**src/rtl/ssr_pkg.sv**
```systemverilog
// Shared types, field widths and default sizes for the sprite slot refill block.
package ssr_pkg;

  // Default sizes handed to the top-level parameters.
  localparam int unsigned SlotCountDef      = 16;
  localparam int unsigned TableEntriesDef   = 256;
  localparam int unsigned ScreenWidthDef    = 320;
  localparam int unsigned ScreenHeightDef   = 240;
  localparam int unsigned SpriteSpanDef     = 16;
  localparam int unsigned PriorityLevelsDef = 16;

  // Stream payload widths, padded to whole bytes.
  localparam int unsigned InDataW  = 64;
  localparam int unsigned OutDataW = 56;
  localparam int unsigned ActionW  = 2;

  typedef enum logic [ActionW-1:0] {
    ACT_WRITE = 2'd0,
    ACT_FRAME = 2'd1,
    ACT_LINE  = 2'd2
  } action_e;

  // One sprite attribute table entry as stored.
  typedef struct packed {
    logic signed [10:0] x;
    logic signed [9:0]  y;
    logic [3:0]         prio;
    logic [1:0]         mirror;
    logic               opaque;
    logic [9:0]         image;
    logic [2:0]         height_code;
    logic [2:0]         palette;
  } tbl_entry_t;

  // One active slot as stored.
  typedef struct packed {
    logic signed [10:0] x;
    logic signed [9:0]  y;
    logic [3:0]         prio;
    logic [6:0]         height;
    logic [9:0]         image;
    logic [1:0]         mirror;
    logic [2:0]         palette;
    logic               opaque;
  } slot_t;

  // Commands from the sequencer to the datapath.
  typedef struct packed {
    logic       tbl_write;
    logic       frame_clear;
    logic       line_load;
    logic       rf_read;
    logic       rf_check;
    logic       em_read;
    logic       em_load;
    logic       last;
    logic [3:0] prio;
  } ctrl_cmd_t;

  // Status from the datapath to the sequencer.
  typedef struct packed {
    logic out_free;
    logic prio_match;
    logic prio_present;
  } dp_sts_t;

endpackage

```
**src/rtl/ssr_ctrl.sv**
```systemverilog
// Sequencer: decodes items and walks the slots for refill and for priority-ordered emission.
module ssr_ctrl #(
  parameter int unsigned SLOT_COUNT = 16,
  localparam int unsigned SlotW = (SLOT_COUNT > 1) ? $clog2(SLOT_COUNT) : 1
) (
  input  logic                                clk_i,
  input  logic                                rst_ni,
  input  logic                                in_valid_i,
  input  logic [ssr_pkg::ActionW-1:0]         in_action_i,
  output logic                                in_ready_o,
  output ssr_pkg::ctrl_cmd_t                  cmd_o,
  output logic [SlotW-1:0]                    slot_idx_o,
  input  ssr_pkg::dp_sts_t                    sts_i
);
  import ssr_pkg::*;

  localparam logic [SlotW-1:0] IdxLast = SlotW'(SLOT_COUNT - 1);

  typedef enum logic [4:0] {
    ST_IDLE    = 5'b00001,
    ST_RF_RD   = 5'b00010,
    ST_RF_CHK  = 5'b00100,
    ST_EM_SCAN = 5'b01000,
    ST_EM_OUT  = 5'b10000
  } state_e;

  state_e           state_q, state_d;
  logic [SlotW-1:0] idx_q, idx_d;
  logic [SlotW-1:0] cnt_q, cnt_d;
  logic [3:0]       pri_q, pri_d;
  logic [SlotW-1:0] step_idx;
  logic [3:0]       step_pri;
  action_e          action;

  assign action     = action_e'(in_action_i);
  assign in_ready_o = state_q == ST_IDLE;
  assign slot_idx_o = idx_q;

  // Emission order: descending slot index inside a priority, then the next priority.
  always_comb begin
    if (idx_q == '0) begin
      step_idx = IdxLast;
      step_pri = pri_q + 4'd1;
    end else begin
      step_idx = idx_q - SlotW'(1);
      step_pri = pri_q;
    end
  end

  always_comb begin
    state_d = state_q;
    idx_d   = idx_q;
    cnt_d   = cnt_q;
    pri_d   = pri_q;
    cmd_o   = '0;
    cmd_o.prio = pri_q;
    cmd_o.last = cnt_q == IdxLast;
    case (state_q)
      ST_IDLE: begin
        if (in_valid_i) begin
          case (action)
            ACT_WRITE: cmd_o.tbl_write = 1'b1;
            ACT_FRAME: cmd_o.frame_clear = 1'b1;
            ACT_LINE: begin
              cmd_o.line_load = 1'b1;
              idx_d   = '0;
              state_d = ST_RF_RD;
            end
            default: ;
          endcase
        end
      end
      ST_RF_RD: begin
        cmd_o.rf_read = 1'b1;
        state_d = ST_RF_CHK;
      end
      ST_RF_CHK: begin
        cmd_o.rf_check = 1'b1;
        if (idx_q == IdxLast) begin
          pri_d   = '0;
          cnt_d   = '0;
          state_d = ST_EM_SCAN;
        end else begin
          idx_d   = idx_q + SlotW'(1);
          state_d = ST_RF_RD;
        end
      end
      ST_EM_SCAN: begin
        if (!sts_i.prio_present) begin
          pri_d = pri_q + 4'd1;
          idx_d = IdxLast;
        end else if (sts_i.prio_match) begin
          if (sts_i.out_free) begin
            cmd_o.em_read = 1'b1;
            state_d = ST_EM_OUT;
          end
        end else begin
          idx_d = step_idx;
          pri_d = step_pri;
        end
      end
      ST_EM_OUT: begin
        cmd_o.em_load = 1'b1;
        cnt_d = cnt_q + SlotW'(1);
        if (cnt_q == IdxLast) begin
          state_d = ST_IDLE;
        end else begin
          idx_d   = step_idx;
          pri_d   = step_pri;
          state_d = ST_EM_SCAN;
        end
      end
      default: state_d = ST_IDLE;
    endcase
  end

  always_ff @(posedge clk_i or negedge rst_ni) begin
    if (!rst_ni) begin
      state_q <= ST_IDLE;
      idx_q   <= '0;
      cnt_q   <= '0;
      pri_q   <= '0;
    end else begin
      state_q <= state_d;
      idx_q   <= idx_d;
      cnt_q   <= cnt_d;
      pri_q   <= pri_d;
    end
  end

  // A result is only loaded when the result register is free or draining.
  assert property (@(posedge clk_i) disable iff (!rst_ni)
    cmd_o.em_load |-> sts_i.out_free)
    else $error("result loaded over an unread result");

  // The slot walk never leaves the slot range.
  assert property (@(posedge clk_i) disable iff (!rst_ni)
    {1'b0, idx_q} < (SlotW + 1)'(SLOT_COUNT))
    else $error("slot index out of range");

  // After the final slot of a line is emitted the sequencer returns to idle.
  assert property (@(posedge clk_i) disable iff (!rst_ni)
    (state_q == ST_EM_OUT && cnt_q == IdxLast) |=> state_q == ST_IDLE)
    else $error("emission did not end after the last slot");

endmodule

```
**config.mk**
```make
export PLATFORM = sky130hd
export DESIGN_NAME = ssr_ctrl
export DESIGN_NICKNAME = d
export VERILOG_FILES = /design/src/rtl/ssr_pkg.sv /design/src/rtl/ssr_ctrl.sv
export SDC_FILE = /design/constraint.sdc
export NUM_CORES = 1
export LEC_CHECK = 0
export BUFFER_PORTS_ARGS = -buffer_cell sky130_fd_sc_hd__buf_2
export CORE_ASPECT_RATIO = 0.7
export CORE_MARGIN = 5
export CORE_UTILIZATION = 48
export DETAILED_ROUTE_END_ITERATION = 6
export PLACE_DENSITY = 0.75
export SLEW_MARGIN = 20
export SYNTH_ARGS = -nofsm -noshare
export SYNTH_HDL_FRONTEND = slang
export SYNTH_SLANG_ARGS = --single-unit
```
**constraint.sdc**
```tcl
create_clock -name clk_i -period 2 [get_ports clk_i]
set_input_delay 0.1 -clock clk_i [delete_from_list [all_inputs] [get_ports clk_i]]
set_output_delay 0.1 -clock clk_i [all_outputs]
set_load 0.03 [all_outputs]
```
# --- Yosys cells after proc, flatten, opt, wreduce, memory -nomap -nowiden ---
# Cells that the tools add are included.
classes:
  addsub: 4
  mul: 0
  div_mod_pow: 0
  order_cmp: 0
  n_eq_ne: 18
  shift: 0
  muxes: 35
  n_bitwise: 0
  reduce_logical: 9
op_table:
  columns: ["op", "count"]
  rows:
  - ["$mux 4", 14]
  - ["$mux 5", 5]
  - ["$pmux 5 s5", 1]
  - ["$pmux 4 s4", 1]
  - ["$ne 2x2->1 const B", 7]
  - ["$add 4x1->4 const B", 3]
  - ["$pmux 4 s3", 1]
  - ["$mux 1", 10]
  - ["$eq 4x4->1 const B", 2]
  - ["$pmux 4 s2", 1]
  - ["$mux 3", 2]
  - ["$reduce_and 6->1", 1]
  - ["$eq 5x1->1 const B", 1]
  - ["$eq 5x2->1 const B", 1]
  - ["$eq 5x3->1 const B", 1]
  - ["$eq 5x4->1 const B", 1]
  - ["$eq 5x5->1 const B", 1]
  - ["$reduce_and 5->1", 1]
  - ["$logic_not 4->1", 1]
  - ["$reduce_and 4->1", 1]
  - ["$reduce_bool 4->1", 1]
  - ["$sub 4x1->4 const B", 1]
  - ["$ne 3x3->1 const B", 1]
  - ["$reduce_bool 3->1", 1]
  - ["other kinds (6)", 6]
totals:
  regBits: 17
  latch_bits: 0
  mem_bits_rw: 0
  romBits: 0
  in_bits: 8
  output_inout_bits: 17
  word_cells: 70
  n_memories: 0

# --- Depth between registers and ports, before layout ---
# Gate-level depths: netlist of the first run.
depth:
  word_depth: 5
  ltp_mapped: 7
  depth_no_buf: 7

# --- Worst setup path before layout of the first run ---
# No wires, ideal clock.
synth_path:
  kind: "reg-to-reg"
  from: "register idx_q[1], in the netlist slot_idx_o[1]"
  to: "register pri_q[2]"
  setup_ns: 0.099
  arrival_time_ns: 2.052
  t_required_ns: 1.901
  slack_ns: -0.151
  stages_incl_launch_ff: 7
  n_path_buf: 0
  period_less_slack_ns: 2.151
  cell_sequence: "dfrtp_1 > ha_1 > nand3_1 > nor3b_1 > or4_4 > o21bai_4 > o311ai_4"
synth_via:
  elab_chain_cells: 5
  elab_cells_between_ends: 9
  cone_classes: "eq/ne (2); mux (5); reduce/logical (2)"
synth_rtl:
  columns: ["item", "line_no", "rtl"]
  rows:
  - ["start, declared", "ssr_ctrl.sv:28", "logic [SlotW-1:0] idx_q, idx_d;"]
  - ["start signal, assigned", "ssr_ctrl.sv:125", "idx_q <= idx_d;"]
  - ["$logic_not 4->1", "ssr_ctrl.sv:41", "if (idx_q == '0) begin"]
  - ["$mux 4", "ssr_ctrl.sv:41", null]
  - ["$mux 4", "ssr_ctrl.sv:92", "end else if (sts_i.prio_match) begin"]
  - ["$mux 4", "ssr_ctrl.sv:89", "if (!sts_i.prio_present) begin"]
  - ["$pmux 4 s3", "ssr_ctrl.sv:58", "case (state_q)"]
  - ["end signal, assigned", "ssr_ctrl.sv:127", "pri_q <= pri_d;"]
  - ["end, declared", "ssr_ctrl.sv:30", "logic [3:0] pri_q, pri_d;"]
# Parallel ways exist; a longest one is shown, timed or not. The select of a mux whose other input is x is not followed.
# A chain may end at the register's enable or synchronous reset.

# --- Worst setup path in the final report of the first run ---
layout_path:
  from: "register state_q[1]"
  to: "register pri_q[3]"
layout_via:
  elab_chain_cells: 3
  elab_cells_between_ends: 9
  cone_classes: "eq/ne (6); mux (1); reduce/logical (2)"
layout_rtl:
  columns: ["item", "line_no", "rtl"]
  rows:
  - ["start, declared", "ssr_ctrl.sv:27", "state_e state_q, state_d;"]
  - ["start signal, assigned", "ssr_ctrl.sv:124", "state_q <= state_d;"]
  - ["$eq 5x4->1 (tied with other cells)", "ssr_ctrl.sv:58", null]
  - ["$ne 3x3->1 (no line) (tied with other cells)", null, null]
  - ["$reduce_and 4->1 (no line)", null, null]
# Parallel ways exist; a longest one is shown, timed or not.

==> impl_metrics.ini, run 1 <==
[grt]
grt_pass1_vias = 1103
grtUsageTotal_pct = 19.20
grt_overflow = 0
antenna_found_initial = 0
grt_max_degree = 18
grt_pass1_wl_um = 5050

[power]
peakVddDrop_uv = 580.4
leakagePower_nw = 0.7091
finalPower_w = 0.001218
powerDensity_mw_per_mm2 = 813.1

[timing]
finalSetupTns_ns = 0
finalClockSkew_ns = 0.008920
hold_viol_final = 0
slew_headroom_pct = 73.54
finalCriticalPeriod_ns = 1.987
finalSetupViolations = 0
slew_violations = 0
grt_setup_unrepaired = true
fmax_ghz = 0.5032
post-route-period-util_pct = 99.35
worst_slew_pin_slew_ns = 0.3969

[setup_path]
crit_type = reg2reg
cp_top_family = simple AND/OR/NAND/NOR gates
max_stage_delay_ns = 0.59
crit_top_cell = or4_4
slowest_stage = or4_4
cp_cell_sequence = or4_4, nor3b_1, or4_4, o21bai_4, o211ai_1
end_kind = register
worstPathArrival_ns = 2.17
required_ns = 2.19
cp_max_fo = 6
crit_buf_inv = 0
ff2ff_setup_slack_ns = 0.01
crit_start = state_q[1]
cp-start-kind = register
timing.rr.start = state_q[1]

[synthesis]
synthesis.area_sq_mm = 0.001155
synth_top_family_by_area = simple AND/OR/NAND/NOR gates
synth_compound_area_share_pct = 21.78
yosys.area_share.simple_pct = 28.28
syn_avg_cell_area_sq_um = 9.239
synthArstFlopShare_pct = 100.0
syn_inst = 125
synth-seq-cells = 17
muxShareOfSynthArea_pct = 3.034
synth_cell_types = 41
synth_xor_area_share_pct = 1.517
ys.flop_type = dfrtp_1
synth_adder_area_share_pct = 4.334
synth-edff-count = 0
ys_warn_count = 0
seq_area_frac_synth_pct = 36.94
syn-num-nets = 137

[layout]
final_core_util_pct = 67.32
syn_to_final_growth_pct = 29.69
final_cell_count_no_fill = 197
nFillCells = 202
regArea_sq_um = 434.2
antenna_cells = 0
finish.net_count = 178
layout-drive-gt1-share_pct = 42.42
multiInputGateArea_sq_um = 729.5

[route]
drt_iter0_drc = 70
drc = 0
route.vias.total = 1103
vias_per_cell = 5.599
wl_um = 3097
antenna_left = 0
wire_per_inst_um = 15.72
dr.pass1.iters = 4

[clock_network]
htree_levels = 1
cts.sinks = 17
cts_buffer_depth = 2
root_buffer = clkbuf_4
clk_latency_ns = 0.30
cts_tree = yes
path_clk_slew_ns = 0.10
numCtsBuffers = 3

[run_status]
status = finished clean

[worst_hold_path]
hp-class = in2reg
hp-start = sts_i[2]

[die]
core.rowCount = 14
die_width_um = 68.63
io_pins = 25
start_util_pct = 51.91
coreArea_sq_mm = 0.002225
die_y_um = 51.04
die_area_sq_mm = 0.003503

[placed_design]
dp_hpwl_um = 2361
gp_congestion = 0.9305
placed_cells = 190
port_buffers = 24

[job]
cap_violations = 0
[power by group]
group	internal, W	switching (W)
combinational	0.000222	0.000337
sequential	0.000400	0.0000672
clock	0.0000779	0.000114
[layout make-up]
cell class              count  share of cell area (%)
clock buffers               4                   1.754
multi-input cells          96                   48.71
well taps                  32                   2.673
repair buffers             38                   15.37
flip-flops and latches     17                   28.99
inverters                  10                   2.506
[state kept, by name, summed over array words and instances (netlist names)]
register	count
state_q	5
cnt_q	4
pri_q	4
slot_idx_o	4
[cell usage after synthesis, drive strengths merged, types with 3 or more instances]
cell type	count	area share, %
dfrtp	16	35
ha	4	4.3
o211ai	4	2.6
o21ai	8	3.5
nor2	9	2.9
or2	3	1.6
nand2	9	2.9
or3	3	1.6
a21oi	6	3.3
nor3	8	4.8
inv	10	3.3
nand3	8	3.5
[metrics by stage]
step	area, sq um	setup slack (ns)	hold slack, ns
global route	1498	-0.01070	0.08933
detailed placement	1406	-0.02113	0.04817
finish	1498	0.01291	0.09084
floorplan	1174	-0.004713	-0.1956
CTS	1465	0.0001399	0.09343
global placement	1406	0.03812	0.03968
[cell families after synthesis]
family / Yosys count
buffers and inverters: 12
multiplexers: 3
adder cells (fa/ha/maj): 4
flip-flops: 17
XOR/XNOR: 2
AND/OR/NAND/NOR: 55
AO/OA/AOI/OAI: 32
[path summary, 6_finish.rpt]
check | endpoint | depth (start not counted)
max | pri_q[3] | 5
min | state_q[4] | 3
max reg2reg | pri_q[3] | 5
min reg2reg | cnt_q[3] | 1
max in group asynchronous | state_q[0] | 2
min in group asynchronous | pri_q[2] | 2
[what timing repair did]
item / in CTS / in global routing
hold buffers: 1 / 0
hold endpoints to repair: 16 / 0
endpoints found under the setup margin: 7 / 9
buffers inserted: 2 / 0
gates resized for setup: 2 / 10
[cell usage in the layout (no fill, tap or decap), types with 3 or more instances in the layout]
cell      Yosys  final
a21oi_1       4      4
buf_2         2     23
buf_4         0     14
clkbuf_4      0      3
dfrtp_1      16     10
dfrtp_2       0      6
ha_1          4      3
inv_1        10      9
nand2_1       9      9
nand3_1       8      7
nor2_1        9      8
nor3_1        5      3
nor3_2        3      4
o211ai_1      4      4
o21ai_0       8      8
[worst reg2reg max path: stages, from the launching register on]
cell	delay, ns
dfrtp_2	0.45
or4_4	0.59
nor3b_1	0.33
or4_4	0.23
o21bai_4	0.15
o211ai_1	0.13
[routing by layer]
metal | wire length (um) | GRT usage [%] | vias to the layer above | part of all wire, %
met5 | 0 | 0 | - | 0
met4 | 6 | 3.630 | 0 | 0.19
met3 | 267 | 5.482 | 2 | 8.6
met2 | 1416 | 29.16 | 51 | 46
met1 | 1407 | 27.29 | 504 | 45
li1 | - | - | 546 | -
(Power assumes the default switching activity.)
==> run 2: changes to the inputs <==
- CORE_MARGIN: 5 -> 3
- CORE_UTILIZATION: 48 -> 50
- PLACE_DENSITY: 0.75 -> 0.74
- clock period: 2 -> 1.95 ns (I/O delays scaled with it)
==> run 2 against run 1 <==
Compared with the run above: the flow now finishes with violations (negative setup slack); core utilization increased by 11 points; final cell count rose by 3.0%; sequential share of layout area down 1.5 points; register-to-register slack about the same; clock power up 12%; sequential power up 3%; largest power group unchanged.
==> impl_metrics.ini, run 2 (synthesized netlist as in run 1, its figures left out) <==
[setup_path]
crit_buf_inv = 2
crit_start = state_q[2]
timing.rr.start = state_q[0]
cp_top_family = simple AND/OR/NAND/NOR gates
worstPathArrival_ns = 1.87
max_stage_delay_ns = 0.46
crit_type = reg2out
cp_max_fo = 6
cp-endpoint = cmd_o[5]
ff2ff_setup_slack_ns = 0
cp_cell_sequence = or3_4, or2_2, clkinvlp_4, clkbuf_4
required_ns = 1.85
r2r-end = pri_q[2]
slowest_stage = dfrtp_1
reg2regPathDepth = 6
end_kind = primary output
cp.depth = 4
cp-start-kind = register

[layout]
syn_to_final_growth_pct = 36.40
finish.net_count = 186
layout_commonest_cell = buf_2
antenna_cells = 0
top_register = state_q
design_area_sq_mm = 0.001575
largest_register_ffs = 5
layout-drive-gt1-share_pct = 46.24
layout_common_cells = 22 x buf_2, 21 x buf_4, 11 x dfrtp_1

[die]
die_area_sq_mm = 0.002932
coreArea_sq_mm = 0.002017
core.rowCount = 13
io_pins = 25
die_y_um = 46.21
die_width_um = 63.44
start_util_pct = 57.26

[route]
antenna_left = 0
wl_um = 3426
drt_iter0_drc = 70
vias_per_cell = 5.724
dr.pass1.iters = 4
route.vias.total = 1162
wire_per_inst_um = 16.88
drc = 0

[placed_design]
placed_area_sq_mm = 0.001449
dp_hpwl_um = 2358
port_buffers = 24
gp_congestion = 0.8936

[grt]
grt_overflow = 0
grtUsageTotal_pct = 23.85
antenna_found_initial = 0
grt_pass1_vias = 1058
grt_pass1_wl_um = 5181
grt_max_degree = 18

[timing]
slew_headroom_pct = 72.41
worst_slack_ns = -0.01540
finalSetupViolations = 2
post-route-period-util_pct = 100.8
hold_viol_final = 0
finalCriticalPeriod_ns = 1.965
fmax_ghz = 0.5088
finalSetupTns_ns = -0.01765
slew_violations = 0
fin_hold_ws_ns = 0.1759
grt_setup_unrepaired = true
worst_slew_pin_slew_ns = 0.4129
finalClockSkew_ns = 0.02278

[power]
powerDensity_mw_per_mm2 = 849.9
power_switching_w = 0.0005849
finalPower_w = 0.001339
leakagePower_nw = 0.7452
peakVddDrop_uv = 369.8
p_int_w = 0.0007540
combPwrFrac_pct = 47.9
switching_share_pct = 43.69
p_clk_share_pct = 16.0
seqPwrFrac_pct = 36.1

[clock_network]
root_buffer = clkbuf_4
numCtsBuffers = 3
cts.sinks = 17
cts_tree = yes
htree_levels = 1
cts_buffer_depth = 2
path_clk_slew_ns = 0.13
clk_latency_ns = 0.32

[job]
cap_violations = 0

[worst_hold_path]
hp-class = in2reg

[run_status]
violations = negative setup slack
status = finished with violations
## run 2: repair_timing
action / CTS / global route
hold buffers: 1 / 0
buffers inserted: 3 / 3
setup endpoints to repair: 6 / 12
pin swaps: 2 / 0
gates resized for setup: 4 / 9
hold endpoints to repair: 17 / 0
## run 2: metal layers
layer / GRT usage [%] / routed length, um / vias to the layer above
met2: 38.38 / 1634 / 44
met3: 5.122 / 211 / 4
met4: 9.013 / 27 / 0
met1: 32.04 / 1554 / 557
met5: 0 / 0 / -
li1: - / - / 557
## run 2: layout make-up
type | instances | area [sq um]
well taps | 30 | 37.54
multi-input cells | 96 | 739.5
repair buffers | 46 | 296.5
fillers | 150 | 441.7
flip-flops and latches | 17 | 432.9
clock buffers | 3 | 22.52
clock inverters | 1 | 5.005
inverters | 10 | 41.29
## run 2: power by group through the flow
| stage | Sequential (W) | Combinational [W] | Clock (W) |
|---|---|---|---|
| global placement | 0.000480 | 0.000558 | 0 |
| detailed placement | 0.000486 | 0.000565 | 0 |
| global route | 0.000489 | 0.000681 | 0.000230 |
| CTS | 0.000474 | 0.000612 | 0.000213 |
| finish | 0.000483 | 0.000641 | 0.000215 |
| floorplan | 0.000551 | 0.000307 | 0 |
## run 2: metrics by stage
step | setup WS (ns) | utilization (%) | instances
6_report | -0.01540 | 78.10 | 203
3_3_place_gp | 0.07502 | 71.84 | 192
2_1_floorplan | 0.03285 | - | 125
5_1_grt | -0.05795 | 78.10 | 203
4_1_cts | 0.003280 | 75.56 | 200
3_5_place_dp | 0.009922 | 71.84 | 192
## run 2: worst register-to-register path: stages, from the launching register on
cell and delay, ns:
dfstp_2 0.59, or3_4 0.15, buf_4 0.12, nor3_2 0.05, or4_4 0.54, o21bai_4 0.22, o311ai_4 0.21
## run 2: worst min-delay path by stage
| stage | from | to | cells past startpoint |
|---|---|---|---|
| floorplan | rst_ni | cnt_q[0] | 0 |
| CTS | sts_i[2] | state_q[4] | 3 |
| detailed placement | rst_ni | pri_q[0] | 1 |
| finish | sts_i[2] | state_q[4] | 3 |
| global route | sts_i[1] | state_q[4] | 3 |
| global placement | rst_ni | pri_q[0] | 1 |
